[src/design/ipv4c_pkg.sv]
`timescale 1ns / 1ps

package ipv4c_pkg;

  // Bytes past this count are dropped and not counted.
  localparam int unsigned MAX_PACKET_BYTES = 2048;
  localparam int unsigned CNT_W = $clog2(MAX_PACKET_BYTES + 1);

  localparam logic [3:0]  IHL_MASK       = 4'hF;
  localparam logic [3:0]  IP_VERSION_4   = 4'd4;
  localparam logic [15:0] FLAG_MF        = 16'h2000;
  localparam logic [15:0] OFFSET_MASK    = 16'h1FFF;
  localparam logic [7:0]  LOOPBACK_NET   = 8'd127;
  localparam logic [15:0] SUM_GOOD       = 16'hFFFF;
  localparam logic [5:0]  MIN_HDR_BYTES  = 6'd20;
  localparam logic [7:0]  PROTO_ICMP     = 8'd1;
  localparam logic [7:0]  PROTO_TCP      = 8'd6;
  localparam logic [7:0]  PROTO_UDP      = 8'd17;

  typedef enum logic [3:0] {
    VERDICT_ICMP       = 4'd0,
    VERDICT_UDP        = 4'd1,
    VERDICT_TCP        = 4'd2,
    VERDICT_IGNORED    = 4'd3,
    VERDICT_BAD_LENGTH = 4'd4,
    VERDICT_BAD_SUM    = 4'd5,
    VERDICT_FRAGMENT   = 4'd6,
    VERDICT_NOT_OURS   = 4'd7,
    VERDICT_UNHANDLED  = 4'd8
  } verdict_e;

  typedef struct packed {
    logic [7:0] data_byte;
    logic       last_byte;
  } ipv4c_in_t;

  typedef struct packed {
    verdict_e    verdict;
    logic [31:0] source_address;
    logic [31:0] dest_address;
    logic [5:0]  header_bytes;
    logic [15:0] payload_length;
    logic [7:0]  time_to_live;
    logic [31:0] drop_count;
  } ipv4c_res_t;

  // Everything the front part gathered about one packet.
  typedef struct packed {
    logic [CNT_W-1:0] byte_count;
    logic [7:0]       version_ihl;
    logic [15:0]      total_length;
    logic [15:0]      flags_offset;
    logic [7:0]       ttl_value;
    logic [7:0]       protocol_value;
    logic [31:0]      src_value;
    logic [31:0]      dst_value;
    logic [15:0]      sum_value;
  } ipv4c_rec_t;

  typedef struct packed {
    logic [31:0] local_address;
    logic [31:0] subnet_mask;
    logic        is_configured;
  } ipv4c_cfg_t;

endpackage

[src/design/ipv4c_front.sv]
`timescale 1ns / 1ps

module ipv4c_front import ipv4c_pkg::*; (
  input  logic       clk_i,
  input  logic       rst_ni,
  input  logic       accept_i,
  input  ipv4c_in_t  in_data_i,
  output logic       rec_push_o,
  output ipv4c_rec_t rec_o
);

  logic [CNT_W-1:0] idx_q, idx_d;
  logic [7:0]       vihl_q, vihl_d;
  logic [15:0]      tlen_q, tlen_d;
  logic [15:0]      flags_q, flags_d;
  logic [7:0]       ttl_q, ttl_d;
  logic [7:0]       proto_q, proto_d;
  logic [31:0]      src_q, src_d;
  logic [31:0]      dst_q, dst_d;
  logic [15:0]      sum_q, sum_d;
  logic [7:0]       hold_q, hold_d;

  logic       take;
  logic [7:0] b;
  logic [5:0] hdr_len;
  logic       in_hdr;
  logic [16:0] sum_wide;

  assign b    = in_data_i.data_byte;
  assign take = accept_i && (idx_q < CNT_W'(MAX_PACKET_BYTES));

  always_comb begin
    idx_d   = idx_q;
    vihl_d  = vihl_q;
    tlen_d  = tlen_q;
    flags_d = flags_q;
    ttl_d   = ttl_q;
    proto_d = proto_q;
    src_d   = src_q;
    dst_d   = dst_q;
    sum_d   = sum_q;
    hold_d  = hold_q;

    if (take && idx_q == CNT_W'(0)) begin
      vihl_d = b;
    end
    // The header length in force for this byte includes byte 0 itself.
    hdr_len  = {vihl_d[3:0] & IHL_MASK, 2'b00};
    in_hdr   = idx_q < CNT_W'(hdr_len);
    sum_wide = {1'b0, sum_q} + {1'b0, hold_q, b};

    if (take) begin
      idx_d = idx_q + CNT_W'(1);
      if (idx_q == CNT_W'(2) || idx_q == CNT_W'(3)) begin
        tlen_d = {tlen_q[7:0], b};
      end
      if (idx_q == CNT_W'(6) || idx_q == CNT_W'(7)) begin
        flags_d = {flags_q[7:0], b};
      end
      if (idx_q == CNT_W'(8)) begin
        ttl_d = b;
      end
      if (idx_q == CNT_W'(9)) begin
        proto_d = b;
      end
      if (idx_q >= CNT_W'(12) && idx_q < CNT_W'(16)) begin
        src_d = {src_q[23:0], b};
      end
      if (idx_q >= CNT_W'(16) && idx_q < CNT_W'(20)) begin
        dst_d = {dst_q[23:0], b};
      end
      if (in_hdr) begin
        if (!idx_q[0]) begin
          hold_d = b;
        end else begin
          sum_d = sum_wide[15:0] + {15'd0, sum_wide[16]};
        end
      end
    end
  end

  assign rec_push_o = accept_i && in_data_i.last_byte;

  always_comb begin
    rec_o.byte_count     = idx_d;
    rec_o.version_ihl    = vihl_d;
    rec_o.total_length   = tlen_d;
    rec_o.flags_offset   = flags_d;
    rec_o.ttl_value      = ttl_d;
    rec_o.protocol_value = proto_d;
    rec_o.src_value      = src_d;
    rec_o.dst_value      = dst_d;
    rec_o.sum_value      = sum_d;
  end

  always_ff @(posedge clk_i or negedge rst_ni) begin
    if (!rst_ni) begin
      idx_q   <= '0;
      vihl_q  <= '0;
      tlen_q  <= '0;
      flags_q <= '0;
      ttl_q   <= '0;
      proto_q <= '0;
      src_q   <= '0;
      dst_q   <= '0;
      sum_q   <= '0;
      hold_q  <= '0;
    end else if (rec_push_o) begin
      idx_q   <= '0;
      vihl_q  <= '0;
      tlen_q  <= '0;
      flags_q <= '0;
      ttl_q   <= '0;
      proto_q <= '0;
      src_q   <= '0;
      dst_q   <= '0;
      sum_q   <= '0;
      hold_q  <= '0;
    end else begin
      idx_q   <= idx_d;
      vihl_q  <= vihl_d;
      tlen_q  <= tlen_d;
      flags_q <= flags_d;
      ttl_q   <= ttl_d;
      proto_q <= proto_d;
      src_q   <= src_d;
      dst_q   <= dst_d;
      sum_q   <= sum_d;
      hold_q  <= hold_d;
    end
  end

endmodule

[src/design/ipv4c_rec_queue.sv]
`timescale 1ns / 1ps

module ipv4c_rec_queue import ipv4c_pkg::*; (
  input  logic       clk_i,
  input  logic       rst_ni,
  input  logic       push_i,
  input  ipv4c_rec_t rec_i,
  output logic       full_o,
  output logic       valid_o,
  input  logic       pop_i,
  output ipv4c_rec_t rec_o
);

  ipv4c_rec_t  mem_q [2];
  logic        wptr_q, rptr_q;
  logic [1:0]  cnt_q;
  logic        do_push, do_pop;

  assign full_o  = cnt_q == 2'd2;
  assign valid_o = cnt_q != 2'd0;
  assign do_push = push_i && !full_o;
  assign do_pop  = pop_i && valid_o;
  assign rec_o   = mem_q[rptr_q];

  always_ff @(posedge clk_i or negedge rst_ni) begin
    if (!rst_ni) begin
      wptr_q <= 1'b0;
      rptr_q <= 1'b0;
      cnt_q  <= 2'd0;
    end else begin
      if (do_push) begin
        wptr_q <= ~wptr_q;
      end
      if (do_pop) begin
        rptr_q <= ~rptr_q;
      end
      if (do_push && !do_pop) begin
        cnt_q <= cnt_q + 2'd1;
      end else if (do_pop && !do_push) begin
        cnt_q <= cnt_q - 2'd1;
      end
    end
  end

  always_ff @(posedge clk_i) begin
    if (do_push) begin
      mem_q[wptr_q] <= rec_i;
    end
  end

endmodule

[src/design/ipv4c_back.sv]
`timescale 1ns / 1ps

module ipv4c_back import ipv4c_pkg::*; (
  input  logic       clk_i,
  input  logic       rst_ni,
  input  ipv4c_cfg_t cfg_i,
  input  logic       rec_valid_i,
  input  ipv4c_rec_t rec_i,
  output logic       rec_pop_o,
  output logic       empty_o,
  input  logic       pop_i,
  output ipv4c_res_t res_o
);

  ipv4c_res_t  oq_q [2];
  logic        wptr_q, rptr_q;
  logic [1:0]  cnt_q;
  logic [31:0] drop_q, drop_d;

  logic        take, do_pop;
  logic [5:0]  hdr_len;
  logic [16:0] cnt_ext, tlen_ext, hdr_ext;
  logic [31:0] dst, bcast;
  logic        ours, deliver, is_drop;
  verdict_e    verdict;
  ipv4c_res_t  res_new;

  assign take      = rec_valid_i && (cnt_q != 2'd2);
  assign rec_pop_o = take;
  assign empty_o   = cnt_q == 2'd0;
  assign do_pop    = pop_i && !empty_o;
  assign res_o     = oq_q[rptr_q];

  assign hdr_len  = {rec_i.version_ihl[3:0] & IHL_MASK, 2'b00};
  assign cnt_ext  = 17'(rec_i.byte_count);
  assign tlen_ext = {1'b0, rec_i.total_length};
  assign hdr_ext  = {11'd0, hdr_len};
  assign dst      = rec_i.dst_value;
  assign bcast    = (cfg_i.local_address & cfg_i.subnet_mask) | ~cfg_i.subnet_mask;

  assign ours = (dst == 32'hFFFF_FFFF) || !cfg_i.is_configured ||
                (dst == cfg_i.local_address) || (dst[31:24] == LOOPBACK_NET) ||
                ((cfg_i.subnet_mask != 32'd0) && (dst == bcast));

  always_comb begin
    if (cnt_ext < 17'd20 || rec_i.version_ihl[7:4] != IP_VERSION_4) begin
      verdict = VERDICT_IGNORED;
    end else if (hdr_len < MIN_HDR_BYTES || tlen_ext < hdr_ext || tlen_ext > cnt_ext) begin
      verdict = VERDICT_BAD_LENGTH;
    end else if (rec_i.sum_value != SUM_GOOD) begin
      verdict = VERDICT_BAD_SUM;
    end else if ((rec_i.flags_offset & FLAG_MF) != 16'd0 ||
                 (rec_i.flags_offset & OFFSET_MASK) != 16'd0) begin
      verdict = VERDICT_FRAGMENT;
    end else if (!ours) begin
      verdict = VERDICT_NOT_OURS;
    end else if (rec_i.protocol_value == PROTO_ICMP) begin
      verdict = VERDICT_ICMP;
    end else if (rec_i.protocol_value == PROTO_UDP) begin
      verdict = VERDICT_UDP;
    end else if (rec_i.protocol_value == PROTO_TCP && cfg_i.is_configured) begin
      verdict = VERDICT_TCP;
    end else begin
      verdict = VERDICT_UNHANDLED;
    end
  end

  assign deliver = (verdict == VERDICT_ICMP) || (verdict == VERDICT_UDP) ||
                   (verdict == VERDICT_TCP);
  assign is_drop = (verdict == VERDICT_BAD_LENGTH) || (verdict == VERDICT_BAD_SUM) ||
                   (verdict == VERDICT_FRAGMENT);

  always_comb begin
    drop_d = drop_q;
    if (take && is_drop && drop_q != 32'hFFFF_FFFF) begin
      drop_d = drop_q + 32'd1;
    end
  end

  always_comb begin
    res_new.verdict        = verdict;
    res_new.source_address = (cnt_ext >= 17'd16) ? rec_i.src_value : 32'd0;
    res_new.dest_address   = (cnt_ext >= 17'd20) ? rec_i.dst_value : 32'd0;
    res_new.header_bytes   = deliver ? hdr_len : 6'd0;
    res_new.payload_length = deliver ? (rec_i.total_length - {10'd0, hdr_len}) : 16'd0;
    res_new.time_to_live   = rec_i.ttl_value;
    res_new.drop_count     = drop_d;
  end

  always_ff @(posedge clk_i or negedge rst_ni) begin
    if (!rst_ni) begin
      wptr_q <= 1'b0;
      rptr_q <= 1'b0;
      cnt_q  <= 2'd0;
      drop_q <= 32'd0;
    end else begin
      drop_q <= drop_d;
      if (take) begin
        wptr_q <= ~wptr_q;
      end
      if (do_pop) begin
        rptr_q <= ~rptr_q;
      end
      if (take && !do_pop) begin
        cnt_q <= cnt_q + 2'd1;
      end else if (do_pop && !take) begin
        cnt_q <= cnt_q - 2'd1;
      end
    end
  end

  always_ff @(posedge clk_i) begin
    if (take) begin
      oq_q[wptr_q] <= res_new;
    end
  end

endmodule

[src/design/ipv4_receive_header_checker_top.sv]
`timescale 1ns / 1ps

// IPv4 receive header checker.
// Input channel: packet bytes arrive on in_data_i, header first, with last_byte
// set on the final byte; a word is taken on a rising edge with push high and full
// low. One byte is taken every cycle while full is low.
// Result channel: one verdict word per packet, queue style; the oldest word sits
// on res_o while empty is low and is taken with pop high.
// Flow: a packet's summary is registered in the summary queue when its last byte
// is taken, then its verdict in the result queue. A packet can finish every cycle;
// the judging stage handles one packet per cycle while the result queue has room.
// Configuration: local address, subnet mask and the configured flag sit behind an
// APB port at byte addresses 0, 4 and 8; write them only while no packet is open
// and no verdict is outstanding.
// Reset clears the configuration, the drop counter and both queues.
// When the receiver stalls, up to two verdicts wait in the result queue and two
// packet summaries behind them; once those fill, full rises and bytes are held
// off until pop frees a place.
module ipv4_receive_header_checker_top import ipv4c_pkg::*; (
  input  logic        clk_i,
  input  logic        rst_ni,
  input  logic        push,
  output logic        full,
  input  ipv4c_in_t   in_data_i,
  output logic        empty,
  input  logic        pop,
  output ipv4c_res_t  res_o,
  input  logic        psel,
  input  logic        penable,
  input  logic        pwrite,
  input  logic [3:0]  paddr,
  input  logic [31:0] pwdata,
  output logic [31:0] prdata,
  output logic        pready
);

  localparam logic [1:0] REG_LOCAL_ADDRESS = 2'd0;
  localparam logic [1:0] REG_SUBNET_MASK   = 2'd1;
  localparam logic [1:0] REG_IS_CONFIGURED = 2'd2;

  ipv4c_cfg_t cfg_q;
  logic [1:0] reg_idx;
  logic       cfg_wr;

  logic       accept;
  logic       rec_push, rec_valid, rec_pop;
  ipv4c_rec_t rec_in, rec_head;

  assign pready  = 1'b1;
  assign reg_idx = paddr[3:2];
  assign cfg_wr  = psel && penable && pwrite && pready;

  always_ff @(posedge clk_i or negedge rst_ni) begin
    if (!rst_ni) begin
      cfg_q <= '0;
    end else if (cfg_wr) begin
      unique case (reg_idx)
        REG_LOCAL_ADDRESS: cfg_q.local_address <= pwdata;
        REG_SUBNET_MASK:   cfg_q.subnet_mask   <= pwdata;
        REG_IS_CONFIGURED: cfg_q.is_configured <= pwdata[0];
        default: ;
      endcase
    end
  end

  always_comb begin
    unique case (reg_idx)
      REG_LOCAL_ADDRESS: prdata = cfg_q.local_address;
      REG_SUBNET_MASK:   prdata = cfg_q.subnet_mask;
      REG_IS_CONFIGURED: prdata = {31'd0, cfg_q.is_configured};
      default:           prdata = 32'd0;
    endcase
  end

  assign accept = push && !full;

  ipv4c_front u_front (
    .clk_i      (clk_i),
    .rst_ni     (rst_ni),
    .accept_i   (accept),
    .in_data_i  (in_data_i),
    .rec_push_o (rec_push),
    .rec_o      (rec_in)
  );

  ipv4c_rec_queue u_rec_queue (
    .clk_i   (clk_i),
    .rst_ni  (rst_ni),
    .push_i  (rec_push),
    .rec_i   (rec_in),
    .full_o  (full),
    .valid_o (rec_valid),
    .pop_i   (rec_pop),
    .rec_o   (rec_head)
  );

  ipv4c_back u_back (
    .clk_i       (clk_i),
    .rst_ni      (rst_ni),
    .cfg_i       (cfg_q),
    .rec_valid_i (rec_valid),
    .rec_i       (rec_head),
    .rec_pop_o   (rec_pop),
    .empty_o     (empty),
    .pop_i       (pop),
    .res_o       (res_o)
  );

endmodule
[config.mk]
export PLATFORM = sky130hd
export DESIGN_NAME = ipv4_receive_header_checker_top
export DESIGN_NICKNAME = d
export VERILOG_FILES = /design/src/design/ipv4c_pkg.sv /design/src/design/ipv4c_front.sv /design/src/design/ipv4c_rec_queue.sv /design/src/design/ipv4c_back.sv /design/src/design/ipv4_receive_header_checker_top.sv
export SDC_FILE = /design/constraint.sdc
export NUM_CORES = 1
export LEC_CHECK = 0
export ABC_AREA = 1
export BUFFER_PORTS_ARGS = -buffer_cell sky130_fd_sc_hd__buf_4
export CAP_MARGIN = 30
export CORE_MARGIN = 10
export CORE_UTILIZATION = 50
export DETAILED_ROUTE_END_ITERATION = 8
export PLACE_DENSITY = 0.67
export SYNTH_ARGS = -nofsm -noshare
export SYNTH_HDL_FRONTEND = slang
export SYNTH_HIERARCHICAL = 1
export SYNTH_SLANG_ARGS = --single-unit
[constraint.sdc]
create_clock -name clk_i -period 11.9 [get_ports clk_i]
set_input_delay 1.785 -clock clk_i [delete_from_list [all_inputs] [get_ports clk_i]]
set_output_delay 1.785 -clock clk_i [all_outputs]
set_load 0.05 [all_outputs]
==> results by group <==
Hold path
  – Worst min-delay path class: flip-flop to flip-flop
  – HP Start: u_rec_queue/cnt_q[1]
  – Hold worst-path end: u_rec_queue/cnt_q[1]
  – Hold depth: 2

Power
  – Final total power: 0.01159 W
  – NetSw: 0.004856 W
  – Register share of total power: 36.7%
  – Comb power frac: 40.8%
  – Worst VDD drop: 0.2237 mV
  – Switch share: 41.89%
  – Power per cell area: 273.6 mW/mm^2
  – Leakage power: 20.22 nW
  – Internal: 0.006735 W
  – Clock Power Share: 22.5%

GRT
  – Grt met3 use: 3.155%
  – Largest net degree at the start of global routing: 96
  – Initial antenna violation count: 6
  – First-pass GRT wire length: 140300 um
  – Met2 Usage GRT: 34.45%
  – GRT Total Usage: 20.66%
  – Met1 usage: 27.95%
  – Layer with the highest usage: met2
  – Vias in the first global route: 25110
  – Grt total ovfl: 0

Detailed routing
  – Vias: 26780
  – Antenna viol nets, final: 0
  – Initial DRC count: 2167
  – Vias per cell: 5.050
  – Initial DRT Pass Iterations: 6
  – WL per Instance: 16.96 um
  – # DRC: 0
  – WL final: 89920 um

Status
  – Run status: completed

Layout
  – Layout Utilization: 57.10%
  – Layout cells sized above 1: 10.48%
  – P&R area growth vs syn: 13.71%
  – Layout net count: 4360

Synth
  – Synthesized area per cell: 9.147 um^2
  – Synthesized instance count: 4073
  – Mapped cell area: 0.03726 mm^2
  – Yosys Warn Count: 6

STA
  – Hold_ws: 0.4736 ns
  – Final hold viol count: 0
  – Fmax: 180.7 MHz
  – Final Skew: 0.03609 ns
  – Setup TNS: 0 ns
  – Setup Viol. Count Final: 0
  – Tcrit/Tclk final: 46.50%
  – Post-route setup slack: 6.366 ns
  – RSZ-0062 raised after global routing: no
  – Max Slew Vio Count: 0
  – Worst Tran Pin Value: 1.009 ns
  – Slew headroom: 31.99%
  – Final Critical Period: 5.534 ns

Setup path
  – Most used cell, CP: nand2_1
  – Crit Reg-Reg Endpoint: u_back/oq_q[0][25]
  – Top delay family on crit path: simple AND/OR/NAND/NOR gates
  – Count of buffer and inverter cells on the critical path: 3
  – Reg2reg setup slack: 6.37 ns
  – Reg2reg path depth: 19
  – CP Data Arrival Time: 5.89 ns
  – Crit-path max FO: 71
  – CP endpoint kind: flip-flop
  – FF-to-FF Start: u_rec_queue/rptr_q
  – Max stage delay on crit path: 0.75 ns
  – Critical path's slowest cell: buf_4
  – CP Launch Type: flip-flop
  – Worst Path Required: 12.26 ns
  – Critical path class: flip-flop to flip-flop
  – Crit path from: u_rec_queue/rptr_q
  – CP cell instances: inv_4 -> buf_4 -> buf_4 -> nand2_1 -> nand2_1 -> xor2_1 -> nor2_1 -> nand2_1 -> nor2_1 -> nand2_1 -> nor2_1 -> nor2_1 -> a21oi_1 -> nand2_1 -> nand2_1 -> nor2_4 -> nand3_4 -> nand2_1 -> nand2_1

Clock tree
  – CTS Root Cell: clkbuf_16
  – CTS tree: yes
  – Post-CTS Resized: 0
  – Longest Clk Path Bufs: 3
  – Post-CTS setup buffer count: 0
  – # hold bufs at CTS: 0
  – # H-tree levels: 3
  – TritonCTS Buffers: 84
  – Worst-skew pair later-pin latency: 0.64 ns
  – CTS clk-pin slew, worst paths: 0.06 ns
  – Clk sinks: 807

Floorplan
  – Rows: 100
  – IO Count: 217
  – CORE AREA: 0.07420 mm^2
  – Die height: 293.0 um
  – Initial Util: 50.21%
  – Die ar.: 0.08583 mm^2
  – Die X: 293.0 um

Placement
  – HPWL Detailed: 60300 um
  – Final GP Congestion: 0.9281
  – Port Buffers: 211
  – Dpl ws: 6.351 ns

Flow run
  – Max-Cap Viols: 0
## stage by stage
stage               cells  instance area, um^2
detailed placement   5143                39540
finish               5303                42360
global route         5302                42360
CTS                  5300                42310
floorplan            4078                37270
global placement     5141                39490
## layout make-up
class,instances,area (um^2)
Fill cell,6505,31830
Sequential cell,807,22940
Multi-Input combinational cell,2742,12070
Clock buffer,121,2311
Timing Repair Buffer,242,1904
Inverter,385,1460
Tap cell,969,1212
Clock inverter,36,455.4
Antenna cell,1,2.502
## how the worst max path moves through the flow
stage / to / slack [ns] / depth (start not counted)
after floorplan: u_rec_queue/mem_q[1][0] / 2.26 / 8
after global placement: u_back/oq_q[0][25] / 6.38 / 20
after detailed placement: u_back/oq_q[1][25] / 6.35 / 20
after CTS: u_back/oq_q[0][25] / 6.34 / 20
after global routing: u_back/oq_q[0][25] / 5.74 / 22
final: u_back/oq_q[0][25] / 6.37 / 19
## cell usage in the layout (no fill, tap or decap), types with 8 or more instances in the layout
cell type     n
inv_2        11
bufinv_16     8
nand2_1    1893
a211oi_1     30
nand4_1      55
nand3_1      88
xor2_1       49
xnor2_1      14
clkbuf_16    84
a21oi_1     131
buf_4       237
dfrtp_1     257
clkinv_1     10
edfxtp_1    548
inv_1       368
clkinv_2     10
ha_1         44
nand2_2      10
o21ai_0      36
nor2_2       16
or2_2        20
clkbuf_1     30
nor3_1       30
nor2_1      258
nor2_4       10
nor4_1       15
## routing by layer
layer | vias up | wire length, um
met2 | 692 | 43290
met3 | 128 | 5315
li1 | 13350 | -
met1 | 12610 | 39210
met5 | - | 10
met4 | 2 | 2097
## worst register-to-register path, cell delays in order, from the launching register on
cell	delay [ns]
dfrtp_4	0.49
inv_4	0.29
buf_4	0.56
buf_4	0.75
nand2_1	0.17
nand2_1	0.28
xor2_1	0.20
nor2_1	0.08
nand2_1	0.09
nor2_1	0.05
nand2_1	0.05
nor2_1	0.04
nor2_1	0.31
a21oi_1	0.15
nand2_1	0.10
nand2_1	0.19
nor2_4	0.71
nand3_4	0.47
nand2_1	0.16
nand2_1	0.13
## flip-flops by register name, summed over array words and instances (netlist names), 2 cells and up
register	count
u_front/tlen_q	16
u_front/dst_q	32
u_back/oq_q	256
u_back/drop_q	32
u_front/flags_q	14
u_back/cnt_q	2
u_front/hold_q	8
u_rec_queue/cnt_q	2
u_front/src_q	32
u_front/vihl_q	8
cfg_q	65
u_front/ttl_q	8
u_front/idx_q	12
u_front/sum_q	16
u_rec_queue/mem_q	292
u_front/proto_q	8
## power groups by stage
| stage | combinational, W | sequential, W | clock, W |
|---|---|---|---|
| 2_1_floorplan | 0.00339 | 0.00432 | 0 |
| 3_3_place_gp | 0.00468 | 0.00428 | 0 |
| 3_5_place_dp | 0.00475 | 0.00431 | 0 |
| 4_1_cts | 0.00477 | 0.00425 | 0.00266 |
| 5_1_grt | 0.00517 | 0.00432 | 0.00278 |
| 6_report | 0.00472 | 0.00425 | 0.00261 |
Power figures use the tool's default switching activity.
